<file path="config.mk">
export PLATFORM = sky130hd
export DESIGN_NAME = esf_mul
export DESIGN_NICKNAME = d
export VERILOG_FILES = /design/src/rtl/core/esf_pkg.sv /design/src/rtl/core/esf_mul.sv
export SDC_FILE = /design/constraint.sdc
export NUM_CORES = 2
export LEC_CHECK = 0
export BUFFER_PORTS_ARGS = -buffer_cell sky130_fd_sc_hd__buf_4
export CAP_MARGIN = 20
export CORE_ASPECT_RATIO = 1.75
export CORE_UTILIZATION = 40
export CTS_CLUSTER_SIZE = 28
export DETAILED_ROUTE_END_ITERATION = 16
export PLACE_DENSITY_LB_ADDON = 0.3
export RECOVER_POWER = 100
export SLEW_MARGIN = 5
export SYNTH_ARGS = -nofsm -noshare
export SYNTH_HDL_FRONTEND = slang
export SYNTH_SLANG_ARGS = --single-unit
</file>
<file path="constraint.sdc">
create_clock -name clk -period 8.9 [get_ports clk]
set_input_delay 0.445 -clock clk [delete_from_list [all_inputs] [get_ports clk]]
set_output_delay 0.445 -clock clk [all_outputs]
set_load 0.005 [all_outputs]
</file>
<file path="src/rtl/core/esf_pkg.sv">
// shared types and constants for the encoder speed filter
package esf_pkg;

  localparam int unsigned CFG_DATA_BITS  = 31;
  localparam int unsigned CFG_INDEX_BITS = 3;
  localparam int unsigned MUL_BITS       = 33;
  localparam int unsigned PROD_BITS      = 2 * MUL_BITS;

  localparam logic [CFG_INDEX_BITS-1:0] REG_ENCODER_COUNTS = 3'd0;
  localparam logic [CFG_INDEX_BITS-1:0] REG_COUNT_GAIN     = 3'd1;
  localparam logic [CFG_INDEX_BITS-1:0] REG_FILTER_KEEP    = 3'd2;
  localparam logic [CFG_INDEX_BITS-1:0] REG_FILTER_TAKE    = 3'd3;
  localparam logic [CFG_INDEX_BITS-1:0] REG_RPM_FULL_SCALE = 3'd4;

  localparam logic [24:0] RST_ENCODER_COUNTS = 25'd131072;
  localparam logic [24:0] RST_COUNT_GAIN     = 25'd128;
  localparam logic [24:0] RST_FILTER_KEEP    = 25'd16441671;
  localparam logic [24:0] RST_FILTER_TAKE    = 25'd335544;
  localparam logic [30:0] RST_RPM_FULL_SCALE = 31'd30000000;

  localparam logic signed [31:0] Q24_ONE     = 32'sd16777216;
  localparam logic signed [31:0] Q24_NEG_ONE = -32'sd16777216;

  typedef struct packed {
    logic load;
    logic step;
  } wrap_ctl_t;

endpackage

</file>
<file path="src/rtl/core/esf_mul.sv">
// shared signed multiplier with registered product
module esf_mul (
  input  logic                                    clk,
  input  logic signed [esf_pkg::MUL_BITS-1:0]     a,
  input  logic signed [esf_pkg::MUL_BITS-1:0]     b,
  output logic signed [esf_pkg::PROD_BITS-1:0]    prod_r
);
  import esf_pkg::*;

  logic signed [PROD_BITS-1:0] prod_nxt;

  assign prod_nxt = a * b;

  always_ff @(posedge clk) begin
    prod_r <= prod_nxt;
  end

endmodule

</file>
==> flow_summary.toml <==
[cells_and_area]
area_delta_synth_final_pct = 5.40
largest-register = "prod_r"
design_area_mm2 = 0.0425
fill_cells = 9818
largest_reg_flops = 66
top_regs = "prod_r: 66 flops"
nNetsFinal = 5677
drive_above_1_share_pct = 3.93
final_cell_mix = "fa_1, inv_1, and2_1"
mostFrequentLayoutCell = "fa_1"

[hold_path]
min_from = "b[0]"
min_delay_path_depth = 2
holdPathEnd = "prod_r[0]"
hold_class = "in -> reg"

[sta]
setup_viol = 0
tightest_slew_ns = 1.28
slew_headroom_pct = 14.8
fin_crit_ns = 8.27
fmax_mhz = 121
drv_slew = 0
finalHoldViolations = 0
grt_setup_unrepaired = "false"
fin_tns_setup_ns = 0
fin_crit_sh_pct = 92.9

[grt]
grt_max_degree = 34
grt_usage_pct = 25.7
gr-total-overflow = 0
antenna_found_initial = 6
grt_pass1_wl_um = 193000
first_global_vias = 33244

[floorplanning]
initial_core_util_pct = 40.5
dieArea_mm2 = 0.102
ios = 133
fp.dieH_um = 422
coreArea_mm2 = 0.0997
row_count = 153
fp.dieW_um = 242

[routing]
via_per_inst = 5.17
wl_per_cell_um = 22.7
vias = 28802
drt-pass1-iter-count = 5
drc_errors = 0
drt_iter0_drc = 1332
ant_nets = 0
drt_wl_total_um = 127000

[synth]
ys_seq_area_share_pct = 3.27
synth_warnings = 0
ys_async_sr_fraction_pct = 0
synth_edf_count = 0
syn_area_per_cell_um2 = 9.38
netlist_area_mm2 = 0.0404
synth_nets = 5731
syn-instance-count = 4302
synth.distinct_cells = 61
synth-seq-cells = 66
ys.flop_type = "dfxtp_1"

[critical_path]
worstPathArrival_ns = 8.48
cp.required_ns = 9.11
path_class = "in -> reg"
critPathLaunchType = "primary input"
critPathMaxFanout = 24
worst_setup_path_end_kind = "flop"

[flow_run]
maxCapViolations = 0

[placement]
port_buffers = 132
place_area_mm2 = 0.0423
place_congestion = 0.953
dp_hpwl_um = 103000

[clocking]
clock-sinks = 66
cts_buffers = 9
hold_buffers = 0
clock_path_buffers = 2
ctsRootBufferMaster = "clkbuf_16"
clk_pin_slew_ns = 0.08
cts_tree = "yes"
cts_max_level = 3
ctsResizeCount = 0
post_cts_buffers = 0

[outcome]
status = "finished, final reports clean"
## layout make-up
cell class | count | area, um^2 | area share [%]
antenna | 6 | 15.0 | 0.0353
clock buffer | 9 | 225 | 0.529
clock inverter | 7 | 82.6 | 0.194
inverter | 1133 | 4250 | 10.0
multi-input combinational | 2882 | 33900 | 79.7
sequential | 66 | 1320 | 3.11
tap | 1317 | 1650 | 3.87
timing repair buffer | 156 | 1090 | 2.56
## metrics by stage
step	hold WS, ns	utilization, %	setup WS (ns)	std cells
after detailed placement	0.823	42.5	0.586	5554
after global routing	0.530	42.6	0.317	5571
after CTS	0.506	42.8	0.931	5570
after global placement	0.824	42.5	0.674	5554
final	0.524	42.7	0.633	5576
after floorplan	0.572	-	1.23	4302
## cells in the mapped netlist, drive strengths merged, types with 3 or more instances
cell	number	area, um^2
a31oi	10	68.8
a21oi	73	365
o22ai	3	18.8
o21a	7	52.6
and4	7	61.3
nor3	8	45.0
inv	1133	4250
clkbuf	220	826
o211ai	7	52.6
a211oi	9	87.6
or2	5	31.3
a221o	3	30.0
o21ba	3	30.0
xnor2	55	482
nor2	47	176
o21ai	43	219
a2111oi	3	33.8
nand3	18	90.1
fa	1145	22900
a21o	28	210
o21bai	8	60.1
nand2b	9	56.3
and2	563	3520
nand2	543	2040
nor4	5	31.3
dfxtp	66	1320
nor2b	3	18.8
nand4	9	56.3
and3	7	43.8
ha	217	2720
xor2	20	175
## critical path: stages
cell and delay, ns:
clkbuf_1 0.58, clkbuf_1 1.00, nand2_1 0.17, fa_1 0.45, fa_1 0.40, inv_1 0.08
fa_1 0.45, fa_1 0.38, inv_1 0.09, fa_1 0.39, inv_1 0.07, ha_1 0.24
inv_1 0.07, fa_1 0.44, fa_1 0.50, inv_1 0.04, ha_1 0.35, nand3_1 0.10
o22ai_1 0.11, o21a_1 0.20, a311oi_1 0.60, o211ai_1 0.29, a211oi_1 0.51, o21ba_2 0.24
o21ai_1 0.09, xor2_1 0.17
## per-layer routing
layer,part of all wire [%],track usage (%)
met5,0,0
met4,12,25.9
met3,4.5,3.51
met2,55,47.9
met1,29,23.0
## cell families after synthesis
logic type               count (synthesis)  share of synthesized area [%]
adder cells (fa/ha/maj)               1362                           63.5
buffers and inverters                 1354                           12.6
AND/OR/NAND/NOR                       1228                           15.4
AO/OA/AOI/OAI                          217                           3.60
XOR/XNOR                                75                           1.63
flip-flops                              66                           3.27
## how the worst max path moves through the flow
stage                      from    endpoint  cells past startpoint
after floorplan           a[32]  prod_r[65]                     22
after global placement     b[0]  prod_r[65]                     23
after detailed placement   b[0]  prod_r[65]                     23
after CTS                  b[0]  prod_r[65]                     23
after global routing       a[0]  prod_r[63]                     27
final                      a[0]  prod_r[47]                     26
Power is left out: the tool's default activity adds up to more than one toggle a clock period on the data nets, which glitch-free logic cannot reach.
