## src/rtl/core/esf_pkg.sv

```systemverilog
// shared types and constants for the encoder speed filter
package esf_pkg;

  localparam int unsigned CFG_DATA_BITS  = 31;
  localparam int unsigned CFG_INDEX_BITS = 3;
  localparam int unsigned MUL_BITS       = 33;
  localparam int unsigned PROD_BITS      = 2 * MUL_BITS;

  localparam logic [CFG_INDEX_BITS-1:0] REG_ENCODER_COUNTS = 3'd0;
  localparam logic [CFG_INDEX_BITS-1:0] REG_COUNT_GAIN     = 3'd1;
  localparam logic [CFG_INDEX_BITS-1:0] REG_FILTER_KEEP    = 3'd2;
  localparam logic [CFG_INDEX_BITS-1:0] REG_FILTER_TAKE    = 3'd3;
  localparam logic [CFG_INDEX_BITS-1:0] REG_RPM_FULL_SCALE = 3'd4;

  localparam logic [24:0] RST_ENCODER_COUNTS = 25'd131072;
  localparam logic [24:0] RST_COUNT_GAIN     = 25'd128;
  localparam logic [24:0] RST_FILTER_KEEP    = 25'd16441671;
  localparam logic [24:0] RST_FILTER_TAKE    = 25'd335544;
  localparam logic [30:0] RST_RPM_FULL_SCALE = 31'd30000000;

  localparam logic signed [31:0] Q24_ONE     = 32'sd16777216;
  localparam logic signed [31:0] Q24_NEG_ONE = -32'sd16777216;

  typedef struct packed {
    logic load;
    logic step;
  } wrap_ctl_t;

endpackage

```

## src/rtl/core/esf_wrap.sv

```systemverilog
// position difference and half-revolution wrap
module esf_wrap #(
  parameter int POSITION_BITS = 24,
  parameter int DELTA_BITS    = 27
) (
  input  logic                          clk,
  input  esf_pkg::wrap_ctl_t            ctl,
  input  logic [POSITION_BITS-1:0]      position,
  input  logic [POSITION_BITS-1:0]      last_position,
  input  logic [24:0]                   encoder_counts,
  output logic signed [DELTA_BITS-1:0]  delta_r
);
  import esf_pkg::*;

  logic signed [DELTA_BITS-1:0] diff_r;
  logic signed [DELTA_BITS-1:0] diff_nxt;
  logic signed [DELTA_BITS-1:0] counts_s;
  logic signed [DELTA_BITS-1:0] half_s;
  logic signed [DELTA_BITS-1:0] delta_nxt;
  logic                         above;
  logic                         below;

  assign diff_nxt = $signed({{(DELTA_BITS-POSITION_BITS){1'b0}}, position})
                  - $signed({{(DELTA_BITS-POSITION_BITS){1'b0}}, last_position});
  assign counts_s = $signed({{(DELTA_BITS-25){1'b0}}, encoder_counts});
  assign half_s   = $signed({{(DELTA_BITS-24){1'b0}}, encoder_counts[24:1]});
  assign above    = diff_r > half_s;
  assign below    = diff_r < -half_s;

  always_comb begin
    if (above) begin
      delta_nxt = diff_r - counts_s;
    end else if (below) begin
      delta_nxt = diff_r + counts_s;
    end else begin
      delta_nxt = diff_r;
    end
  end

  always_ff @(posedge clk) begin
    if (ctl.load) begin
      diff_r <= diff_nxt;
    end
    if (ctl.step) begin
      delta_r <= delta_nxt;
    end
  end

endmodule

```

## config.mk

```make
export PLATFORM = sky130hd
export DESIGN_NAME = esf_wrap
export DESIGN_NICKNAME = d
export VERILOG_FILES = /design/src/rtl/core/esf_pkg.sv /design/src/rtl/core/esf_wrap.sv
export SDC_FILE = /design/constraint.sdc
export NUM_CORES = 1
export LEC_CHECK = 0
export BUFFER_PORTS_ARGS = -buffer_cell sky130_fd_sc_hd__buf_2
export CAP_MARGIN = 20
export CELL_PAD_IN_SITES_DETAIL_PLACEMENT = 0
export CELL_PAD_IN_SITES_GLOBAL_PLACEMENT = 1
export CORE_ASPECT_RATIO = 0.5
export CORE_MARGIN = 1.5
export CORE_UTILIZATION = 45
export CTS_BUF_LIST = sky130_fd_sc_hd__clkbuf_2 sky130_fd_sc_hd__clkbuf_4 sky130_fd_sc_hd__clkbuf_8
export DETAILED_ROUTE_END_ITERATION = 10
export GPL_TIMING_DRIVEN = 0
export PLACE_DENSITY = 0.89
export SYNTH_ARGS = -nofsm -noshare
export SYNTH_HDL_FRONTEND = slang
export SYNTH_SLANG_ARGS = --single-unit
```

## constraint.sdc

```tcl
create_clock -name clk -period 4.8 [get_ports clk]
set_input_delay 0 -clock clk [delete_from_list [all_inputs] [get_ports clk]]
set_output_delay 0 -clock clk [all_outputs]
set_load 0.005 [all_outputs]
```

==> results, run 1 <==
- Setup violations remaining at the end of the flow were counted as 0.
- The number of pins with negative max-slew slack in the final report came to 0.
- In this run the core area contains 32 standard-cell rows.
- The global-route wire length before repair is 36.3 mm.
- The mean routed wirelength per cell is 19.0 um.
- The die covers 17200 sq um.
- Measured against its own limit, the worst slew margin works out to 0.303.
- CTS placed an instance of sky130_fd_sc_hd__clkbuf_8 at the clock tree root.
- The number of antenna violations at the first check in global routing is 1.
- Leaving out fill and tap cells, the most frequent cells in the layout are 127 x sky130_fd_sc_hd__ha_1, 111 x sky130_fd_sc_hd__buf_2, 86 x sky130_fd_sc_hd__a21oi_1, 80 x sky130_fd_sc_hd__inv_1, 74 x sky130_fd_sc_hd__nor2_1.
- The total number of nets in the final design is 1213.
- Power spread over the standard cell area amounts to 292 nW/um^2.
- The via count of the first global-routing pass was 6601.
- In this run the count of I/O pins placed on the die edge is 103.
- The area of the core region is 15700 sq um.
- Entering global routing, the biggest net connects 28 pins.
- Each instance of the synthesized netlist takes up on average 8.19 sq um.
- The post-detailed-placement cell area is 8150 sq um.
- The total setup buffers inserted after CTS is 0.
- The worst hold margin is 0.0539 ns.
- The total vias in the final route is 7375.
- The maximum fanout along the worst path is 10.
- In this run the remaining antenna-violating nets after routing total 0.
- CTS built an H-tree with a depth of 2.
- The transition time at the pin with the least slew margin is 1.03 ns.
- The clock passes through at most 2 buffers.
- The TritonCTS clock tree is built.
- After detailed routing, the total wire length is 23.3 mm.
- The overflow left after global routing is 0.
- The number of synthesized register bits is 52.
- The required time of the critical path is 4.89 ns.
- The peak clock frequency supported by timing is 222 MHz.
- The number of search-and-repair iterations in the first detailed-routing pass is 5.
- Clock-pin slew was measured on the worst setup and hold paths at 0.09 ns.
- The netlist area before placement is 7360 sq um.
- For the worst setup path, the data arrival time is 4.60 ns.
- Using the TritonRoute via totals, the vias-per-cell ratio works out to 6.00.
- For this run, the leading register cell type out of synthesis is sky130_fd_sc_hd__edfxtp_1.
- The CTS buffer count is 5.
- The cell count after synthesis is 898.
- The number of flops mapped to enable cells by yosys is 52.
- The floorplan die width is 184 um.
- After routing, the total negative slack on setup checks comes to 0 ns.
- The layout overhead on the synthesized area is 12.5%.
- The fraction of the core area covered by cells at the end of the flow is 0.528.
- The fill cell total of the finished layout is 1534.
- The worst path in the final design needs a cycle of 4.51 ns, including I/O delays and setup.
- The total clock sinks is 52.
- The total half-perimeter wirelength after legalization and detailed placement is 19.4 mm.
- The clock latency on the worst-skew pair is 0.31 ns.
- Routability-driven placement finished with a final weighted congestion of 0.945.
- The summed area of non-filler cells in the final layout is 8280 sq um.
- Port buffering added 102 buffers.
- The post-layout total power is 2.42 mW.
- The y dimension of the die is 93.4 um.
- For this run, the register share of the synthesized area comes to 0.212.
- Yosys mapped the design onto 64 distinct sky130hd cell types.
- The flow ran to the end, and the final reports show no timing, DRC or antenna violations.
- The critical path is of the in2reg type.
- The overall routing resource usage is 0.276.
- In this run the register-to-register setup slack is 0.83 ns.
- For this run, the number of Yosys warnings is 0.
- The post-synthesis net count is 1104.
- After synthesis, the share of flip-flops with an asynchronous set or reset is 0.
- After the first detailed-routing iteration, the DRC count stood at 758.
- The type of element capturing the critical path is a flip-flop.
- The final count of hold timing violations is 0.
- The worst-case IR drop observed on VDD is 0.144 mV.
- The worst clock skew is 0.00641 ns.
- The effective utilization at floorplan is 0.469.
- The worst hold path class is in2reg.
- Of the cells placed in the final design, the portion with a size suffix greater than 1 is 0.153.
- The antenna cell count is 0.
- The DRC violations left is 0.
- The worst setup path is launched from an input pin.
- The number of hold buffers added after CTS is 0.
- The number of max-cap violations is 0.
- The analysis attributes to cell leakage a power of 3.77 nW.
- The library cell used most frequently in the layout, excluding fill and tap cells, is sky130_fd_sc_hd__ha_1.
- In the finished design, the share of the clock period the worst path needs comes to 0.939.
[power by group]
group          internal (mW)  total [mW]  switching (mW)
registers              0.629       0.734           0.104
logic                  0.564        1.43           0.867
clock network          0.113       0.251           0.137
[cells by family (layout without fill, tap and decap cells)]
group | after synthesis | in the layout | share of synthesized area
AO/OA/AOI/OAI | 287 | 287 | 0.268
multiplexers | 1 | 1 | 0.00136
adder cells (fa/ha/maj) | 130 | 130 | 0.224
buffers and inverters | 108 | 218 | 0.0570
AND/OR/NAND/NOR | 279 | 279 | 0.189
flip-flops | 52 | 52 | 0.212
XOR/XNOR | 41 | 41 | 0.0488
[cell usage after synthesis (17+ instances only)]
library cell,n,area [sq um]
sky130_fd_sc_hd__edfxtp_1,52,1560
sky130_fd_sc_hd__o21ai_0,39,195
sky130_fd_sc_hd__nand2_1,50,188
sky130_fd_sc_hd__inv_1,80,300
sky130_fd_sc_hd__a21o_1,24,180
sky130_fd_sc_hd__xnor2_1,35,307
sky130_fd_sc_hd__ha_1,127,1590
sky130_fd_sc_hd__and3_1,17,106
sky130_fd_sc_hd__nor3_1,32,160
sky130_fd_sc_hd__nor2_1,74,278
sky130_fd_sc_hd__clkbuf_1,17,63.8
sky130_fd_sc_hd__a21oi_1,86,430
sky130_fd_sc_hd__nand3_1,28,140
sky130_fd_sc_hd__a211oi_1,17,128
[final cells by class]
| cell class | instances | area [sq um] | share of cell area |
|---|---|---|---|
| plain buffers | 28 | 126 | 0.0153 |
| clock inverters | 1 | 3.75 | 0.000453 |
| flip-flops and latches | 52 | 1560 | 0.189 |
| multi-input cells | 738 | 5420 | 0.654 |
| clock buffers | 7 | 83.8 | 0.0101 |
| repair buffers | 102 | 510 | 0.0616 |
| inverters | 80 | 300 | 0.0363 |
| well taps | 221 | 277 | 0.0334 |
[registers in the layout, summed over array words and instances, names as in the netlist]
register / count
diff_r: 25
delta_r: 27
[critical path, cell delays in order]
cell and delay, ns:
sky130_fd_sc_hd__buf_2 0.13, sky130_fd_sc_hd__or4_1 0.52, sky130_fd_sc_hd__nor2_1 0.17, sky130_fd_sc_hd__nand2_1 0.17, sky130_fd_sc_hd__nor4_4 0.27, sky130_fd_sc_hd__nand3_1 0.20
sky130_fd_sc_hd__or2_2 0.37, sky130_fd_sc_hd__nor4_1 0.32, sky130_fd_sc_hd__ha_1 0.33, sky130_fd_sc_hd__nand4_1 0.15, sky130_fd_sc_hd__nor2_1 0.06, sky130_fd_sc_hd__a221oi_1 0.33
sky130_fd_sc_hd__xnor2_1 0.23, sky130_fd_sc_hd__nand3_2 0.22, sky130_fd_sc_hd__buf_4 0.27, sky130_fd_sc_hd__nand2_4 0.17, sky130_fd_sc_hd__buf_4 0.25, sky130_fd_sc_hd__nor2_1 0.07
sky130_fd_sc_hd__a211oi_2 0.35
[final timing paths]
path / start / end / depth (start not counted)
min: last_position[0] / diff_r[0] / 3
min reg2reg: diff_r[0] / delta_r[0] / 2
max: encoder_counts[3] / delta_r[16] / 19
max reg2reg: diff_r[4] / delta_r[16] / 10
[layer usage]
layer  vias up  wire (um)  global-route usage
met1      3420      11900               0.440
met2       364       8560               0.380
met5         -          0                   0
met4         0        110              0.0301
li1       3583          -                   -
met3         8       2700              0.0592
[repair_timing]
| item | 4_1_cts | 5_1_grt |
|---|---|---|
| resized for setup | 5 | 11 |
| endpoints found under the hold margin | 0 | 0 |
| pin swaps | 0 | 1 |
| endpoints found under the setup margin | 5 | 24 |
[metrics by stage]
stage          std cells  worst slack [ns]
2_1_floorplan        898              1.04
3_3_place_gp        1221            -0.538
3_5_place_dp        1221            -0.584
4_1_cts             1229            0.0736
5_1_grt             1229          -0.00704
6_report            1229             0.295
Power figures use the tool's default switching activity.
==> inputs of run 2 (changes only) <==
--- a/config.mk
+++ b/config.mk
@@ -15,7 +15,7 @@
 export CTS_BUF_LIST = sky130_fd_sc_hd__clkbuf_2 sky130_fd_sc_hd__clkbuf_4 sky130_fd_sc_hd__clkbuf_8
 export DETAILED_ROUTE_END_ITERATION = 10
 export GPL_TIMING_DRIVEN = 0
-export PLACE_DENSITY = 0.89
+export PLACE_DENSITY = 0.92
 export SYNTH_ARGS = -nofsm -noshare
 export SYNTH_HDL_FRONTEND = slang
 export SYNTH_SLANG_ARGS = --single-unit
==> constraint.sdc (replaced) <==
create_clock -name clk -period 4.4 [get_ports clk]
set_input_delay 0 -clock clk [delete_from_list [all_inputs] [get_ports clk]]
set_output_delay 0 -clock clk [all_outputs]
set_load 0.005 [all_outputs]
==> run 2 against run 1 <==
Die area is the same. Clock power grew 9.6%. Non-clock buffer count grew 1. Worst hold slack gained 0.0050 ns. Clock skew is essentially flat. Via count shrank 0.24%. Count of clock-buffer cells in the layout is the same. Wire length shrank 1.8%. Highest routed layer unchanged.
==> results, run 2 (same netlist as run 1, synthesis figures left out) <==
- The worst hold margin is 0.0589 ns.
- The transition time at the pin with the least slew margin is 0.982 ns.
- At the worst endpoint, the required time is 4.46 ns.
- The number of core rows is 32.
- The cell family contributing the most delay on the critical path is simple AND/OR/NAND/NOR gates.
- The register with the most flip-flops in the layout has 27 of them.
- The pin count of the biggest net entering global routing is 28.
- The DRC violations left is 0.
- The number of pins with negative max-slew slack in the final report is 0.
- The largest registers in the layout are delta_r x27, diff_r x25.
- In this run the remaining antenna-violating nets after routing total 0.
- TritonCTS built the clock tree.
- The endpoint identified for the worst register-to-register timing path is delta_r[24].
- Summed over all failing endpoints, the final setup total negative slack is 0 ns.
- In this run the static leakage power is 3.79 nW.
- The total number of nets in the final design is 1214.
- Across the routed clock network, the largest skew measured is 0.00605 ns.
- The y dimension of the die is 93.4 um.
- The root buffer cell chosen for the clock tree is sky130_fd_sc_hd__clkbuf_8.
- The die covers 17200 sq um.
- Measured along the x axis, the die boundary spans 184 um.
- The worst-case IR drop observed on VDD is 0.135 mV.
- The shortest period the worst path allows is 4.24 ns.
- The worst register-to-register path has a setup slack of 0.48 ns.
- Walking the worst path, the cells encountered are buf_2, or4_1, nor2_1, nand2_2, nor4_4, nand3_2, or2_2, nor4_2, ha_1, nand4_1, nor2_1, a221oi_2, xnor2_1, and3_1, clkbuf_2, nor2_1, a211oi_1, nand2_1.
- The first detailed-routing pass ran for 7 iterations.
- The congestion estimate from routability-driven global placement came to 0.950.
- The total vias in the final route is 7357.
- In the final routed layout, each cell accounts on average for 18.6 um.
- In this design, the stage delay of the slowest critical-path cell is 0.51 ns.
- In this run the critical register-to-register path is launched from diff_r[0].
- The first global-routing pass estimated 35.4 mm of wire.
- The post-detailed-placement cell area is 8150 sq um.
- The last element of the critical path is delta_r[20].
- For the worst setup path, the data arrival time is 4.30 ns.
- The initial detailed-routing violation count is 829.
- The minimum setup slack after placement is -0.812 ns.
- The CTS buffer count is 5.
- The number of max-cap violations is 0.
- The origin of the worst setup path is encoder_counts[3].
- The cell type of the slowest stage on the worst timing path is sky130_fd_sc_hd__or4_1.
- 103 I/O pins were placed.
- The routed wire length is 22.9 mm.
- Compared with the post-synthesis result, the final layout area differs by 13.2%.
- The clock net in this run drives a total of 52 sinks.
- The clock latency on the worst-skew pair is 0.32 ns.
- The worst hold path class is in2reg.
- The via count of the first global-routing pass was 6508.
- Leaving out fill and tap cells, the most frequent cell in the layout is sky130_fd_sc_hd__ha_1.
- By startpoint and endpoint, the worst setup path is classified as in2reg.
- The number of H-tree branching levels is 2.
- The instance count on the critical path is 18.
- The number of antenna violations at the first check in global routing is 0.
- In this run the standard cell core region covers 15700 sq um.
- Buffers inserted to repair hold after CTS numbered 0.
- The final number of setup-violating endpoints is 0.
- For this run the aggregate overflow at the end of global routing stands at 0.
- Of the cells placed in the final design, the portion with a size suffix greater than 1 is 0.161.
- The effective utilization at floorplan is 0.469.
- The number of antenna diodes in the final layout is 0.
- In the global route stage, overall resource usage came out at 0.267.
- The worst setup path is captured at a flip-flop.
- The final count of hold timing violations is 0.
- The detailed-route vias per instance is 5.98.
- The final cycle utilization of the critical path is 0.964.
- The areal power density over the cells is 316 nW/um^2.
- The summed area of non-filler cells in the final layout is 8330 sq um.
- Along the worst path, the maximum fanout reaches 10.
- The count of cells along the worst register-to-register path is 11.
- The number of buffer and inverter stages on the critical path is 2.
- The flow ran to the end, and the final reports show no timing, DRC or antenna violations.
- The register name with the most flops is delta_r.
- The number of buffer cells added on primary ports is 102.
- The worst setup path is launched from an input pin.
- The most repeated library cell on the critical path is sky130_fd_sc_hd__nor2_1.
- The peak clock frequency supported by timing is 236 MHz.
- The library cells used most frequently in the layout, excluding fill and tap cells, are 127 x sky130_fd_sc_hd__ha_1, 111 x sky130_fd_sc_hd__buf_2, 86 x sky130_fd_sc_hd__a21oi_1, 80 x sky130_fd_sc_hd__inv_1, 73 x sky130_fd_sc_hd__nor2_1.
- The maximum count of clock buffers along a single path is 2.
- The worst pin sits at a relative slew slack of 0.337.
- The clock edge transition at the registers on the reported setup and hold paths is 0.08 ns.
- The final critical-path setup slack is 0.157 ns.
- Once detailed placement completed, the half-perimeter wirelength came to 19.0 mm.
run 2: worst min-delay path by stage:
stage / startpoint / endpoint / slack, ns / cells after the start
after floorplan: ctl[0] / delta_r[0] / 0.11 / 0
after global placement: delta_r[9] / delta_r[9] / 0.39 / 1
after detailed placement: delta_r[19] / delta_r[19] / 0.39 / 1
after CTS: last_position[0] / diff_r[0] / 0.06 / 3
after global routing: last_position[0] / diff_r[0] / 0.08 / 3
final: last_position[0] / diff_r[0] / 0.06 / 3
run 2: layout make-up:
| type | count | area, sq um |
|---|---|---|
| Clock inverter | 1 | 3.75 |
| Fill cell | 1551 | 7370 |
| Clock buffer | 7 | 83.8 |
| Multi-Input combinational cell | 738 | 5450 |
| Buffer | 28 | 135 |
| Timing Repair Buffer | 103 | 518 |
| Inverter | 80 | 300 |
| Sequential cell | 52 | 1560 |
| Tap cell | 221 | 277 |
run 2: through the flow:
step	total power, mW	utilization	std cells
6_report	2.63	0.531	1230
5_1_grt	2.81	0.531	1230
4_1_cts	2.57	0.527	1229
3_5_place_dp	2.29	0.519	1221
3_3_place_gp	2.26	0.519	1221
2_1_floorplan	1.79	-	898
run 2: power breakdown:
group / total (mW) / internal [mW] / switching (mW) / leakage [nW]
sequential: 0.797 / 0.687 / 0.111 / 0.506
clock: 0.275 / 0.123 / 0.152 / 0.0467
combinational: 1.56 / 0.618 / 0.941 / 3.23
total: 2.63 / 1.43 / 1.20 / 3.79
run 2: worst min-delay path: stages:
cell and delay [ns]:
sky130_fd_sc_hd__buf_2 0.08, sky130_fd_sc_hd__ha_1 0.10, sky130_fd_sc_hd__inv_1 0.04
run 2: per-layer routing:
metal	global-route usage	wire, um
met2	0.362	8300
met4	0.0294	177
met5	0	0
met3	0.0658	2860
met1	0.424	11600
run 2: timing repair:
item	4_1_cts	5_1_grt
pin swaps	0	4
gates resized for setup	8	17
setup endpoints to repair	11	27
setup buffers	0	1
